[config.mk]
export PLATFORM = sky130hd
export DESIGN_NAME = ipd_frame_http_body_extractor_core
export DESIGN_NICKNAME = d
export VERILOG_FILES = /design/src/design/ipdhb_pkg.sv /design/src/design/ipdhb_parser.sv /design/src/design/ipd_frame_http_body_extractor_core.sv
export SDC_FILE = /design/constraint.sdc
export NUM_CORES = 1
export LEC_CHECK = 0
export BUFFER_PORTS_ARGS = -buffer_cell sky130_fd_sc_hd__buf_2
export CAP_MARGIN = 15
export CORE_UTILIZATION = 35
export DETAILED_ROUTE_END_ITERATION = 16
export PLACE_DENSITY = 0.58
export RECOVER_POWER = 100
export REMOVE_ABC_BUFFERS = 1
export SKIP_LAST_GASP = 1
export SYNTH_ARGS = -nofsm -noshare
export SYNTH_HDL_FRONTEND = slang
export SYNTH_SLANG_ARGS = --single-unit
[constraint.sdc]
create_clock -name clk -period 5.75 [get_ports clk]
set_clock_uncertainty 0.15 [all_clocks]
set_input_delay 0.8625 -clock clk [delete_from_list [all_inputs] [get_ports clk]]
set_output_delay 0.8625 -clock clk [all_outputs]
set_load 0.005 [all_outputs]
[src/design/ipdhb_pkg.sv]
// Package for the frame/HTTP body extractor: character codes, register indexes,
// widths, reset values and the per-item result record.
// No dependencies.
`default_nettype none

package ipdhb_pkg;

  localparam int DEF_MAX_DIGITS  = 7;
  localparam int DEF_OFFSET_BITS = 20;
  localparam int OFFSET_BITS_MAX = 24;

  localparam int CAP_W     = 21;
  localparam int TIMEOUT_W = 16;
  localparam int LEN_W     = 24;
  localparam int CFG_W     = 21;

  localparam logic [CAP_W-1:0]     CAP_RESET     = 21'd1048576;
  localparam logic [TIMEOUT_W-1:0] TIMEOUT_RESET = 16'd10000;

  localparam logic [7:0] CH_PLUS  = 8'h2B;
  localparam logic [7:0] CH_COLON = 8'h3A;
  localparam logic [7:0] CH_CR    = 8'h0D;
  localparam logic [7:0] CH_LF    = 8'h0A;
  localparam logic [7:0] CH_ZERO  = 8'h30;
  localparam logic [7:0] CH_NINE  = 8'h39;

  localparam logic [2:0] HDR_BREAKS = 3'd4;

  typedef enum logic {
    REG_BODY_CAPACITY = 1'b0,
    REG_IDLE_TIMEOUT  = 1'b1
  } reg_idx_t;

  typedef struct packed {
    logic                       finished;
    logic [CAP_W-1:0]           body_total;
    logic [OFFSET_BITS_MAX-1:0] body_offset;
    logic [7:0]                 body_byte;
    logic                       body_valid;
  } result_t;

endpackage

`default_nettype wire

[src/design/ipdhb_parser.sv]
// Parser state and per-item update for the frame/HTTP body extractor.
// Depends on ipdhb_pkg. State advances on take; res is the item's result.
`default_nettype none

module ipdhb_parser
  import ipdhb_pkg::*;
#(
  parameter int MAX_DIGITS  = DEF_MAX_DIGITS,
  parameter int OFFSET_BITS = DEF_OFFSET_BITS
) (
  input  wire logic                 clk,
  input  wire logic                 rst_n,
  input  wire logic                 take,
  input  wire logic                 func,
  input  wire logic [7:0]           rx_byte,
  input  wire logic [CAP_W-1:0]     body_capacity,
  input  wire logic [TIMEOUT_W-1:0] idle_timeout,
  output result_t                   res
);

  localparam int CMP_W = OFFSET_BITS_MAX + 1;
  localparam logic [CMP_W-1:0] OFF_LIM = CMP_W'(1) << OFFSET_BITS;
  localparam logic [OFFSET_BITS_MAX-1:0] OFF_MASK =
    (OFFSET_BITS_MAX'(1) << OFFSET_BITS) - OFFSET_BITS_MAX'(1);
  localparam logic [2:0] DIGITS_MAX = 3'(MAX_DIGITS);

  typedef enum logic [1:0] {
    PH_WAIT = 2'd0,
    PH_LEN  = 2'd1,
    PH_DATA = 2'd2
  } phase_t;

  phase_t               phase_r, phase_nxt;
  logic [2:0]           digit_cnt_r, digit_cnt_nxt;
  logic [LEN_W-1:0]     len_acc_r, len_acc_nxt;
  logic [LEN_W-1:0]     remain_r, remain_nxt;
  logic [2:0]           brk_run_r, brk_run_nxt;
  logic                 hdr_done_r, hdr_done_nxt;
  logic [CAP_W-1:0]     stored_r, stored_nxt;
  logic [TIMEOUT_W-1:0] idle_r, idle_nxt;
  logic                 ended_r, ended_nxt;

  logic [CMP_W-1:0]           cap_ext, cap_eff;
  logic                       store_ok;
  logic [OFFSET_BITS_MAX-1:0] stored_ext;
  logic [3:0]                 digit_val;

  assign cap_ext    = CMP_W'(body_capacity);
  assign cap_eff    = (cap_ext > OFF_LIM) ? OFF_LIM : cap_ext;
  assign store_ok   = CMP_W'(stored_r) < cap_eff;
  assign stored_ext = OFFSET_BITS_MAX'(stored_r);
  assign digit_val  = 4'(rx_byte - CH_ZERO);

  always_comb begin
    phase_nxt          = phase_r;
    digit_cnt_nxt      = digit_cnt_r;
    len_acc_nxt        = len_acc_r;
    remain_nxt         = remain_r;
    brk_run_nxt        = brk_run_r;
    hdr_done_nxt       = hdr_done_r;
    stored_nxt         = stored_r;
    idle_nxt           = idle_r;
    ended_nxt          = ended_r || (idle_r >= idle_timeout);
    res.body_valid     = 1'b0;
    res.body_byte      = 8'd0;
    res.body_offset    = '0;

    if (!ended_nxt) begin
      if (func) begin
        if (idle_r != '1) idle_nxt = idle_r + TIMEOUT_W'(1);
        if (idle_nxt >= idle_timeout) ended_nxt = 1'b1;
      end else begin
        idle_nxt = '0;
        case (phase_r)
          PH_LEN: begin
            if (rx_byte == CH_COLON) begin
              remain_nxt = len_acc_r;
              phase_nxt  = (len_acc_r == '0) ? PH_WAIT : PH_DATA;
            end else if (rx_byte inside {[CH_ZERO:CH_NINE]}) begin
              if (digit_cnt_r < DIGITS_MAX) begin
                len_acc_nxt   = (len_acc_r << 3) + (len_acc_r << 1) + LEN_W'(digit_val);
                digit_cnt_nxt = digit_cnt_r + 3'd1;
              end
            end
          end
          PH_DATA: begin
            if (!hdr_done_r) begin
              if (rx_byte inside {CH_CR, CH_LF}) begin
                brk_run_nxt = brk_run_r + 3'd1;
                if (brk_run_nxt >= HDR_BREAKS) begin
                  hdr_done_nxt = 1'b1;
                  brk_run_nxt  = HDR_BREAKS;
                end
              end else begin
                brk_run_nxt = 3'd0;
              end
            end else if (store_ok) begin
              res.body_valid  = 1'b1;
              res.body_byte   = rx_byte;
              res.body_offset = stored_ext & OFF_MASK;
              stored_nxt      = stored_r + CAP_W'(1);
            end
            if (remain_r <= LEN_W'(1)) begin
              remain_nxt = '0;
              phase_nxt  = PH_WAIT;
            end else begin
              remain_nxt = remain_r - LEN_W'(1);
            end
          end
          default: begin
            phase_nxt = PH_WAIT;
            if (rx_byte == CH_PLUS) begin
              digit_cnt_nxt = 3'd0;
              len_acc_nxt   = '0;
              phase_nxt     = PH_LEN;
            end
          end
        endcase
      end
    end

    res.body_total = stored_nxt;
    res.finished   = ended_nxt;
  end

  always_ff @(posedge clk) begin
    if (!rst_n) begin
      phase_r     <= PH_WAIT;
      digit_cnt_r <= 3'd0;
      len_acc_r   <= '0;
      remain_r    <= '0;
      brk_run_r   <= 3'd0;
      hdr_done_r  <= 1'b0;
      stored_r    <= '0;
      idle_r      <= '0;
      ended_r     <= 1'b0;
    end else if (take) begin
      phase_r     <= phase_nxt;
      digit_cnt_r <= digit_cnt_nxt;
      len_acc_r   <= len_acc_nxt;
      remain_r    <= remain_nxt;
      brk_run_r   <= brk_run_nxt;
      hdr_done_r  <= hdr_done_nxt;
      stored_r    <= stored_nxt;
      idle_r      <= idle_nxt;
      ended_r     <= ended_nxt;
    end
  end

endmodule

`default_nettype wire

[src/design/ipd_frame_http_body_extractor_core.sv]
// Extracts the HTTP body from length-prefixed frames in a received byte stream.
// An item is accepted every clock cycle while in_tready is high; its result is
// registered in the output register, or in the skid register if the output
// register is full. This two-entry buffer lets input continue while out_tready
// is low, so the input side only stalls once both entries hold unread results.
// There is no clearing pass after reset. Configuration registers are written
// through the cfg_ port, which is always ready, and must only be changed while
// the block is idle. Depends on ipdhb_pkg and ipdhb_parser.
`default_nettype none

module ipd_frame_http_body_extractor_core
  import ipdhb_pkg::*;
#(
  parameter int MAX_DIGITS  = DEF_MAX_DIGITS,
  parameter int OFFSET_BITS = DEF_OFFSET_BITS,
  localparam int OUT_BITS   = 1 + 8 + OFFSET_BITS + CAP_W + 1,
  localparam int OUT_W      = ((OUT_BITS + 7) / 8) * 8
) (
  input  wire logic             clk,
  input  wire logic             rst_n,
  input  wire logic             in_tvalid,
  output logic                  in_tready,
  input  wire logic [7:0]       in_tdata,   // [7:0] rx_byte
  input  wire logic             in_tuser,   // [0] func
  output logic                  out_tvalid,
  input  wire logic             out_tready,
  // body_valid, body_byte, body_offset, body_total, finished, zero pad
  output logic [OUT_W-1:0]      out_tdata,
  input  wire logic             cfg_valid,
  output logic                  cfg_ready,
  input  wire logic             cfg_index,
  input  wire logic [CFG_W-1:0] cfg_data
);

  logic [CAP_W-1:0]     body_cap_r;
  logic [TIMEOUT_W-1:0] idle_timeout_r;
  logic                 in_acc;
  result_t              res;
  logic [OUT_W-1:0]     res_packed;
  logic                 out_valid_r, skid_valid_r;
  logic [OUT_W-1:0]     out_data_r, skid_data_r;

  assign cfg_ready  = 1'b1;
  assign in_tready  = !skid_valid_r;
  assign in_acc     = in_tvalid && in_tready;
  assign out_tvalid = out_valid_r;
  assign out_tdata  = out_data_r;

  always_ff @(posedge clk) begin
    if (!rst_n) begin
      body_cap_r     <= CAP_RESET;
      idle_timeout_r <= TIMEOUT_RESET;
    end else if (cfg_valid && cfg_ready) begin
      case (reg_idx_t'(cfg_index))
        REG_BODY_CAPACITY: body_cap_r     <= cfg_data;
        REG_IDLE_TIMEOUT:  idle_timeout_r <= cfg_data[TIMEOUT_W-1:0];
        default: ;
      endcase
    end
  end

  ipdhb_parser #(
    .MAX_DIGITS  (MAX_DIGITS),
    .OFFSET_BITS (OFFSET_BITS)
  ) u_parser (
    .clk           (clk),
    .rst_n         (rst_n),
    .take          (in_acc),
    .func          (in_tuser),
    .rx_byte       (in_tdata),
    .body_capacity (body_cap_r),
    .idle_timeout  (idle_timeout_r),
    .res           (res)
  );

  assign res_packed = OUT_W'({res.finished, res.body_total,
                              res.body_offset[OFFSET_BITS-1:0],
                              res.body_byte, res.body_valid});

  always_ff @(posedge clk) begin
    if (!rst_n) begin
      out_valid_r  <= 1'b0;
      skid_valid_r <= 1'b0;
    end else if (!out_valid_r || out_tready) begin
      if (skid_valid_r) begin
        out_valid_r  <= 1'b1;
        skid_valid_r <= 1'b0;
      end else begin
        out_valid_r <= in_acc;
      end
    end else if (in_acc) begin
      skid_valid_r <= 1'b1;
    end
  end

  always_ff @(posedge clk) begin
    if (!out_valid_r || out_tready) begin
      out_data_r <= skid_valid_r ? skid_data_r : res_packed;
    end else if (in_acc) begin
      skid_data_r <= res_packed;
    end
  end

endmodule

`default_nettype wire
# Yosys cells after proc, flatten, opt, wreduce, memory -nomap -nowiden
# Cells that the tools add are included.
# op_classes
add_sub_neg	8
n_lt_le_gt_ge	9
eq_ne	12
mux	43
n_bitwise	7
reduce_logical	20
# ops
operator	count
$mux W29	5
$mux W24	6
$mux W21	6
$pmux W24 S2	2
$mux W16	4
$mux W51	1
$ge A16 B16 Y1	2
$lt A21 B25 Y1	1
$add A24 B24 Y24	1
$add A24 B4 Y24	1
$le A24 B1 Y1 const B	1
$logic_not A24 Y1	1
$sub A24 B1 Y24 const B	1
$add A21 B1 Y21 const B	1
$gt A21 B21 Y1 const B	1
$mux W3	6
$add A16 B1 Y16 const B	1
$eq A8 B4 Y1 const B	2
$eq A8 B6 Y1 const B	2
$ne A16 B16 Y1 const B	1
$reduce_and A5 Y1	3
$ge A8 B6 Y1 const B	1
$le A8 B6 Y1 const B	1
$mux W1	8
20 further kinds	40
# word_totals
register_bits	236
elab_cells	114

# Depth between registers and ports, before layout
# Gate-level depths: netlist (run 1).
# depth
word_depth	9
depth_mapped	19
depth_no_buf	18

# Hierarchy
# From an unflattened synthesis (run 1), not the netlist that was laid out.
# hier_totals
cells_unflattened	1406
hier_area_um2	13525.5
# by_module_without_submodules
module	instances	cells_each	area_per_inst_um2
ipdhb_parser	1	1079	8240.4
ipd_frame_http_body_extractor_core	1	327	5285.1

# Worst setup path before layout (run 1)
# No wires, ideal clock.
# synth_path
path_type	input to register
from	input out_tready
to	register skid_data_r[0] (enable)
setup_time_ps	460
arrival_time_ps	4433
required_ps	5140
slack_ps	707
stages	2
path_cell_list	nand2b_1 -> nor2_1
# synth_via
elab_chain_len	3
# synth_rtl
element	line	text
from (decl)	ipd_frame_http_body_extractor_core.sv:26	input wire logic out_tready,
$logic_or A1 B1 Y1	ipd_frame_http_body_extractor_core.sv:97	if (!out_valid_r || out_tready) begin
$not A1 Y1 (no source line)	n/a	
$reduce_and A2 Y1 (no source line)	n/a	
to (signal assigned)	ipd_frame_http_body_extractor_core.sv:100	skid_data_r <= res_packed;
to (decl)	ipd_frame_http_body_extractor_core.sv:41	logic [OUT_W-1:0] out_data_r, skid_data_r;
# No other way between the ends.
# A chain may end at the register's enable or synchronous reset.

==> results of run 1 <==
==> logic make-up (layout without fill, tap and decap cells) <==
kind of cell	count (synthesis)	after routing	share of synthesized area, %
simple gates	548	548	19.9
other cells	2	6	0.0571
buf+inv	119	187	3.70
mux	59	59	4.96
compound gates	283	283	13.5
flops	236	236	43.7
fa+ha+maj	105	105	10.1
xor+xnor	61	61	4.06
==> cells in the mapped netlist (all sizes together), types with 3 or more instances <==
| library cell | number | area (sq um) |
|---|---|---|
| a22oi | 4 | 30.0 |
| nor2b | 9 | 56.3 |
| a21boi | 10 | 75.1 |
| o31ai | 17 | 128 |
| edfxtp | 102 | 3060 |
| nor3b | 3 | 22.5 |
| ha | 103 | 1290 |
| nand4 | 24 | 150 |
| dfxtp | 134 | 2680 |
| o21ai | 35 | 175 |
| a21o | 20 | 150 |
| nand2b | 22 | 138 |
| inv | 39 | 146 |
| nand2 | 208 | 781 |
| a21oi | 127 | 651 |
| clkbuf | 54 | 204 |
| and4 | 3 | 26.3 |
| nor4 | 19 | 119 |
| a22o | 4 | 35.0 |
| or2 | 3 | 18.8 |
| o21a | 8 | 60.1 |
| mux2i | 9 | 90.1 |
| xor2 | 20 | 175 |
| a211oi | 5 | 42.5 |
| and2 | 10 | 62.6 |
| mux2 | 50 | 563 |
| buf | 25 | 133 |
| xnor2 | 41 | 359 |
| and3 | 41 | 257 |
| nand3 | 79 | 395 |
| o211ai | 22 | 165 |
| or3 | 11 | 68.8 |
| nor2 | 80 | 300 |
| a31oi | 5 | 31.3 |
| o32ai | 6 | 52.6 |
| nor3 | 24 | 120 |
==> per-layer routing <==
| layer | track usage (%) | wire, microns | vias up | share of wire (%) |
|---|---|---|---|---|
| li1 | - | - | 5217 | - |
| met3 | 1.50 | 941 | 48 | 3.0 |
| met1 | 21.7 | 14700 | 4864 | 47 |
| met5 | 0 | 0 | - | 0 |
| met2 | 27.6 | 14800 | 173 | 47 |
| met4 | 5.06 | 796 | 0 | 2.5 |
==> final cells by class <==
cell class	count	area, sq um	share of cell area [%]
Tap cell	468	586	3.98
Multi-Input combinational cell	1062	6960	47.3
Inverter	40	150	1.02
Timing Repair Buffer	102	480	3.26
Sequential cell	236	5750	39.0
Clock inverter	16	161	1.10
Clock buffer	29	641	4.35
==> per-stage QoR <==
stage	area (sq um)	util [%]	hold slack, ns	power (uW)
global route	14700	40.0	0.337	3730
finish	14700	40.0	0.307	3600
floorplan	12800	-	0.286	1950
detailed placement	14000	38.0	0.301	2050
global placement	14000	38.0	0.292	2050
CTS	14800	40.2	0.311	3650
==> worst max-delay path by stage <==
stage | from | end | slack (ns) | depth (start not counted)
final | u_parser.idle_r[1] | out_tdata[50] | 0.97 | 18
after detailed placement | u_parser.idle_r[1] | out_tdata[50] | 1.03 | 18
after global placement | body_cap_r[14] | out_tdata[30] | 1.29 | 15
after global routing | u_parser.idle_r[1] | out_tdata[50] | 0.52 | 18
after CTS | u_parser.idle_r[1] | out_tdata[50] | 0.99 | 18
after floorplan | out_tready | skid_data_r[0] | 0.71 | 2
==> flip-flops by register name, summed over array words and instances, names as in the netlist, 2 cells and up <==
name / flops
u_parser.len_acc_r: 24
u_parser.digit_cnt_r: 3
u_parser.stored_r: 21
idle_timeout_r: 16
u_parser.brk_run_r: 3
u_parser.phase_r: 2
body_cap_r: 21
skid_data_r: 51
u_parser.idle_r: 16
out_tdata: 51
u_parser.remain_r: 24
==> tightest hold or removal path: cells and delay by family (launching register included) <==
kind | cells | cell delay, ns
AOI/OAI and AO/OA | 1 | 0.05
DFF | 1 | 0.31
and+or+nand+nor | 1 | 0.05
==> where the power goes <==
group	switching, uW	internal [uW]
logic	131	66.8
clock network	658	933
registers	18.6	1790
==> cell usage in the layout, fill, tap and decap left out, types with 41 or more instances in the layout <==
cell | netlist | routed
sky130_fd_sc_hd__a21oi_1 | 125 | 125
sky130_fd_sc_hd__dfxtp_1 | 134 | 134
sky130_fd_sc_hd__nor2_1 | 80 | 79
sky130_fd_sc_hd__buf_2 | 13 | 62
sky130_fd_sc_hd__and3_1 | 41 | 41
sky130_fd_sc_hd__edfxtp_1 | 102 | 102
sky130_fd_sc_hd__nand3_1 | 79 | 79
sky130_fd_sc_hd__nand2_1 | 208 | 208
sky130_fd_sc_hd__mux2_2 | 50 | 45
sky130_fd_sc_hd__ha_1 | 103 | 103
sky130_fd_sc_hd__xnor2_1 | 41 | 41
==> parameters.txt, run 1 <==
Parameter                              Value

Clock network
  Number of buffers created by CTS ... 25
  Library cell used as clock root buffer ... sky130_fd_sc_hd__clkbuf_16
  Clock tree from TritonCTS ... done
  Maximum clock insertion buffer count ... 3
  H-tree lvl count ... 1
  Number of sinks on the clock net ... between 200 and 250
  Total setup buffers inserted after CTS ... 0
  Insertion delay of the later-clocked pin in the worst-skew pair ... around 0.53 ns
  Post-cts gate resize count ... 0
  Number of hold buffers added after CTS ... 0
  Reg clk slew, reported paths ... around 0.060 ns

Logic synthesis
  Mapped cell area ... approximately 13000 sq um
  Sequential area share after synthesis ... between 40 and 50%
  Number of distinct library cell variants in the gate-level netlist after synthesis ... 69
  Post-synthesis register bit count ... 236
  Async set or reset register ratio after synthesis ... 0%
  Count of warnings emitted by yosys ... 0
  Mapped Avg Cell Area ... a little over 9 sq um
  Synthesized instance count ... 1413
  Most used DFF post-synth ... sky130_fd_sc_hd__dfxtp_1
  Number of enable flip-flop cells after synthesis ... roughly 100

Pwr
  Largest vdd supply drop ... roughly 0.00022 V
  Leakage power figure ... ~0.006 uW
  Power density over the cells ... between 200 and 250 nW/um^2

Run status
  Violations in the final reports ... max-capacitance violations, max-slew violations
  Run status ... finished, violations left

Routing
  Count of unresolved DRC violations after routing ... 0
  Total number of vias ... a little over 10000
  Number of iterations in the first detailed-routing pass ... 5
  Drt wl/cell ... 16.0 microns
  1st-iter DRT viols ... roughly 730
  Count of nets left with antenna violations after detail routing ... 0
  Total length of routed wires ... approximately 31000 microns
  DR vias/cell ... around 5.3

Worst setup path
  Nature of the critical path startpoint ... flop
  Slowest library cell on the worst path ... sky130_fd_sc_hd__nor4_1
  Dominant cell type by count on the critical path ... sky130_fd_sc_hd__nand3_1
  Crit path DAT ... ~4.9 ns
  Critical Path Sink Type ... flop
  R2R Setup Slk ... between 0.9 and 1 ns
  Cells traversed along the worst timing path ... ha_1 > nand3_1 > nor4_1 > nor2b_1 > nor2_1 > nand3_1 > nor2_1 > xor2_1 > ha_1 > a21o_1 > a21o_1 > a2111oi_0 > o211ai_1 > nand3_1 > a21boi_0 > o21ai_0 > nand2_1 > mux2_2
  Capture point of the worst reg-to-reg path ... out_tdata[50]
  Worst Reg2Reg Path Length in Cells ... 18
  Start of the worst register-to-register path ... u_parser.idle_r[1]
  Biggest fanout along the worst timing path ... 7
  Crit-path leading delay family ... simple AND/OR/NAND/NOR gates
  Required time of the worst setup path ... 5.87 ns
  Kind of critical path ... flop to flop
  Largest stage delay, worst path ... 0.55 ns
  WP buf/inv ... 0

Global route
  Tot GR Track Use ... 16.2%
  Pin count of the biggest net entering global routing ... 66
  Total grt overflow ... 0
  Via count of the first global-routing pass ... ~9800
  Number of antenna violations at the first check in global routing ... 0
  Wire length of the first global-routing pass ... 51400 microns

Floorplanning
  Core area ... between 30000 and 40000 sq um
  Die width ... around 200 microns
  IO Count ... 95
  Area of the die ... 38400 sq um
  FP Rows ... 70
  Initial standard-cell utilization of the core ... between 30 and 40%
  Overall die height ... roughly 200 microns

Layout
  Total number of nets in the final design ... 1608
  Final-layout fill cell count ... approximately 3700
  Cell Count, Final, Fillers Out ... between 1500 and 2000
  Layout cell share with drive strength beyond 1 ... between 10% and 20%
  ANT cells ... 0
  Synth-to-layout area growth ... 11.9%

Flow run
  Number of maximum-capacitance constraint violations ... 4

Placed design
  Number of port buffers ... 88
  Weighted congestion at the end of routability-driven global placement ... around 0.84
  Placed cell count ... around 1900
  Pre-CTS WS ... 1.03 ns
  Final HPWL DP ... 22300 microns

Timing
  Post-route minimum period ... approximately 4.8 ns
  Max-slew headroom ... -99.3%
  Final setup violation count ... 0
  Maximum frequency from static timing analysis ... between 0.2 and 0.25 GHz
  Setup repair after global routing missed its margin ... no
  Tightest Pin Transition ... 2.99 ns
  Fin crit share ... about 83%
  Fin Setup TNS ... 0 ns
  Number of hold violations in the final report ... 0
  Pins Over Slew Limit ... 213
  Final critical-path setup slack ... a little under 1 ns

Min path
  Sink of the worst hold path ... idle_timeout_r[6]
  Path type of the worst min-delay path ... flop to flop
  Worst hold path startpoint ... idle_timeout_r[6]
  Cell depth of the worst min-delay path ... 2
No activity file was read; power rests on OpenSTA's default activity.
==> run 2, diff against run 1 <==
Clock period 5.75 ns to 5 ns, I/O delays scaled along.
==> run 2 against run 1 <==
  * The flow still finishes with violations (max-capacitance violations, max-slew violations)
  * Count of clock-buffer cells in the layout is 2 higher
  * Sequential power is 15% higher
  * Flip-flop and latch count stayed put
  * Largest power group unchanged
==> parameters.txt, run 2 (synthesis results as in run 1) <==
Parameter                              Value

Floorplanning
  Area of the die ... 38400 sq um (unchanged)
  Die width ... 196 microns (unchanged)
  Initial standard-cell utilization of the core ... 35.8% (unchanged)
  FP Rows ... 70 (unchanged)
  Core area ... 36800 sq um (unchanged)
  IO Count ... 95 (unchanged)
  Overall die height ... 196 microns (unchanged)

Global route
  Number of antenna violations at the first check in global routing ... 0 (unchanged)
  Pin count of the biggest net entering global routing ... 69 (+4.5%)
  Wire length of the first global-routing pass ... 51900 microns (+0.86%)
  Total grt overflow ... 0 (unchanged)
  Via count of the first global-routing pass ... 10003 (+2.4%)
  Tot GR Track Use ... 16.3% (+0.13 points)

Flow run
  Number of maximum-capacitance constraint violations ... 4 (unchanged)

Timing
  Maximum frequency from static timing analysis ... 0.220 GHz (+4.9%)
  Final setup violation count ... 0 (unchanged)
  Post-route minimum period ... 4.56 ns (-0.222 ns)
  Tightest Pin Transition ... 3.27 ns (+0.275 ns)
  Number of hold violations in the final report ... 0 (unchanged)
  Fin crit share ... 91.1% (+8.0 points)
  Max-slew headroom ... -118% (-18 points)
  Final critical-path setup slack ... 0.445 ns (-0.528 ns)
  Fin Setup TNS ... 0 ns (unchanged)
  Pins Over Slew Limit ... 217 (+1.9%)
  Setup repair after global routing missed its margin ... no

Layout
  Layout cell share with drive strength beyond 1 ... 10.9% (+0.11 points)
  ANT cells ... 0 (unchanged)
  Most common cell after layout, fill and taps aside ... sky130_fd_sc_hd__nand2_1
  Post-route standard cell area excluding fillers ... 14700 sq um (-0.15%)
  Commonest non-fill, non-tap cells in the layout ... sky130_fd_sc_hd__nand2_1, sky130_fd_sc_hd__dfxtp_1, sky130_fd_sc_hd__a21oi_1
  Synth-to-layout area growth ... 11.7%
  Final-layout fill cell count ... 3582 (-3.3%)
  Layout Utilization ... 40.0% (-0.061 points)
  Total number of nets in the final design ... 1610 (+0.12%)

Run status
  Violations in the final reports ... max-capacitance violations, max-slew violations
  Run status ... finished, violations left

Worst setup path
  Kind of critical path ... flop to flop
  R2R Setup Slk ... 0.44 ns (-0.53 ns)
  Worst Reg2Reg Path Length in Cells ... 16 (-2)
  Nature of the critical path startpoint ... flop
  Start of the worst register-to-register path ... body_cap_r[18]
  Required time of the worst setup path ... 5.12 ns (-0.75 ns)
  Biggest fanout along the worst timing path ... 11 (+4)
  Critical Path Sink Type ... flop
  Capture point of the worst reg-to-reg path ... out_tdata[30]
  Crit path DAT ... 4.67 ns (-0.23 ns)

Clock network
  Maximum clock insertion buffer count ... 3 (unchanged)
  Reg clk slew, reported paths ... 0.06 ns (about the same)
  Number of sinks on the clock net ... 236 (unchanged)
  Insertion delay of the later-clocked pin in the worst-skew pair ... 0.52 ns (about the same)
  Number of buffers created by CTS ... 25 (unchanged)
  Total setup buffers inserted after CTS ... 0 (unchanged)
  Clock tree from TritonCTS ... done
  H-tree lvl count ... 1 (unchanged)
  Library cell used as clock root buffer ... sky130_fd_sc_hd__clkbuf_16

Pwr
  Leakage power figure ... 0.00593 uW (-0.28%)
  Power dissipated by switching net loads ... 933 uW (+16%)
  Share of power burned in combinational logic ... 5.6% (about the same)
  Internal ... 3160 uW (+13%)
  Share of power burned in the clock network ... 43.5% (-0.7 points)
  Post-layout power ... 4090 uW (+14%)
  Register share of total power ... 50.9% (+0.6 points)
  Power density over the cells ... 279 nW/um^2 (+14%)
  Largest vdd supply drop ... 0.000224 V (+0.16%)
  Net Sw Frac ... 22.8% (+0.37 points)

Routing
  1st-iter DRT viols ... 520 (-28%)
  Total number of vias ... 10391 (+0.86%)
  Count of nets left with antenna violations after detail routing ... 0 (unchanged)
  Drt wl/cell ... 16.2 microns (+0.96%)
  Number of iterations in the first detailed-routing pass ... 5 (unchanged)
  Count of unresolved DRC violations after routing ... 0 (unchanged)
  Total length of routed wires ... 31600 microns (+1.1%)
  DR vias/cell ... 5.31 (+0.71%)

Min path
  Sink of the worst hold path ... idle_timeout_r[1]
  Worst hold path startpoint ... idle_timeout_r[1]
  Cell depth of the worst min-delay path ... 2 (unchanged)
  Path type of the worst min-delay path ... flop to flop

Placed design
  Weighted congestion at the end of routability-driven global placement ... 0.856 (+1.4%)
  Placed Area ... 14000 sq um (+0.11%)
  Final HPWL DP ... 22300 microns (about the same)
  Pre-CTS WS ... 0.317 ns (-0.714 ns)
  Number of port buffers ... 88 (unchanged)
run 2: cell count changes in the layout (fill, tap and decap cells not counted), sizes merged:
cell	previous run	this run
clkinvlp	2	4
inv	41	40
clkbuf	64	67
clkinv	10	9
buf	67	68
bufinv	3	2
run 2: per-stage QoR:
stage                     hold WS [ns]  std cells
after CTS                        0.301       1956
after global routing             0.317       1956
final                            0.306       1956
after global placement           0.295       1910
after detailed placement         0.301       1910
after floorplan                  0.286       1338
run 2: worst max-delay path: stages (launching register included):
cell and delay [ns]:
sky130_fd_sc_hd__dfxtp_1 0.32, sky130_fd_sc_hd__nor4_1 0.30, sky130_fd_sc_hd__nand3_1 0.12, sky130_fd_sc_hd__o21ai_0 0.66, sky130_fd_sc_hd__nand2_1 0.17, sky130_fd_sc_hd__ha_1 0.34
sky130_fd_sc_hd__a21oi_1 0.18, sky130_fd_sc_hd__nor2b_1 0.06, sky130_fd_sc_hd__o21ai_0 0.15, sky130_fd_sc_hd__nand2_1 0.08, sky130_fd_sc_hd__a211oi_1 0.26, sky130_fd_sc_hd__o31a_2 0.19
sky130_fd_sc_hd__nand2_1 0.05, sky130_fd_sc_hd__clkbuf_1 0.22, sky130_fd_sc_hd__inv_1 0.36, sky130_fd_sc_hd__mux2_1 0.40, sky130_fd_sc_hd__mux2_2 0.27
run 2: worst max-delay path by stage:
stage | from | end | slack (ns) | cells after the start
after floorplan | out_tready | skid_data_r[0] | 0.07 | 2
after global placement | u_parser.idle_r[1] | out_tdata[50] | 0.51 | 18
after detailed placement | u_parser.idle_r[1] | out_tdata[50] | 0.32 | 18
after CTS | u_parser.idle_r[1] | out_tdata[50] | 0.24 | 18
after global routing | u_parser.idle_r[1] | out_tdata[50] | 0.11 | 18
final | body_cap_r[18] | out_tdata[30] | 0.44 | 16
run 2: power by group through the flow:
stage	registers, uW	logic, uW	clock network (uW)
final	2080	230	1780
after global routing	2090	256	1920
after CTS	2080	239	1840
after detailed placement	2120	238	0
after global placement	2120	235	0
after floorplan	2120	120	0
run 2: repair_timing:
action | in CTS | in global routing
gates resized for setup | 0 | 2
hold buffers | 0 | 0
endpoints found under the setup margin | 0 | 1
run 2: area by class of cell:
type,instances,area [sq um],share of cell area [%]
Multi-Input combinational cell,1062,6950,47.3
Sequential cell,236,5750,39.1
Clock buffer,31,648,4.41
Tap cell,468,586,3.98
Timing Repair Buffer,104,490,3.34
Inverter,40,150,1.02
Clock inverter,15,131,0.894
run 2: routing by layer:
metal  wire [microns]  global-route usage, %
met1            14800                   21.6
met2            15100                   28.2
met3             1140                   1.77
met4              573                   4.46
met5                0                      0
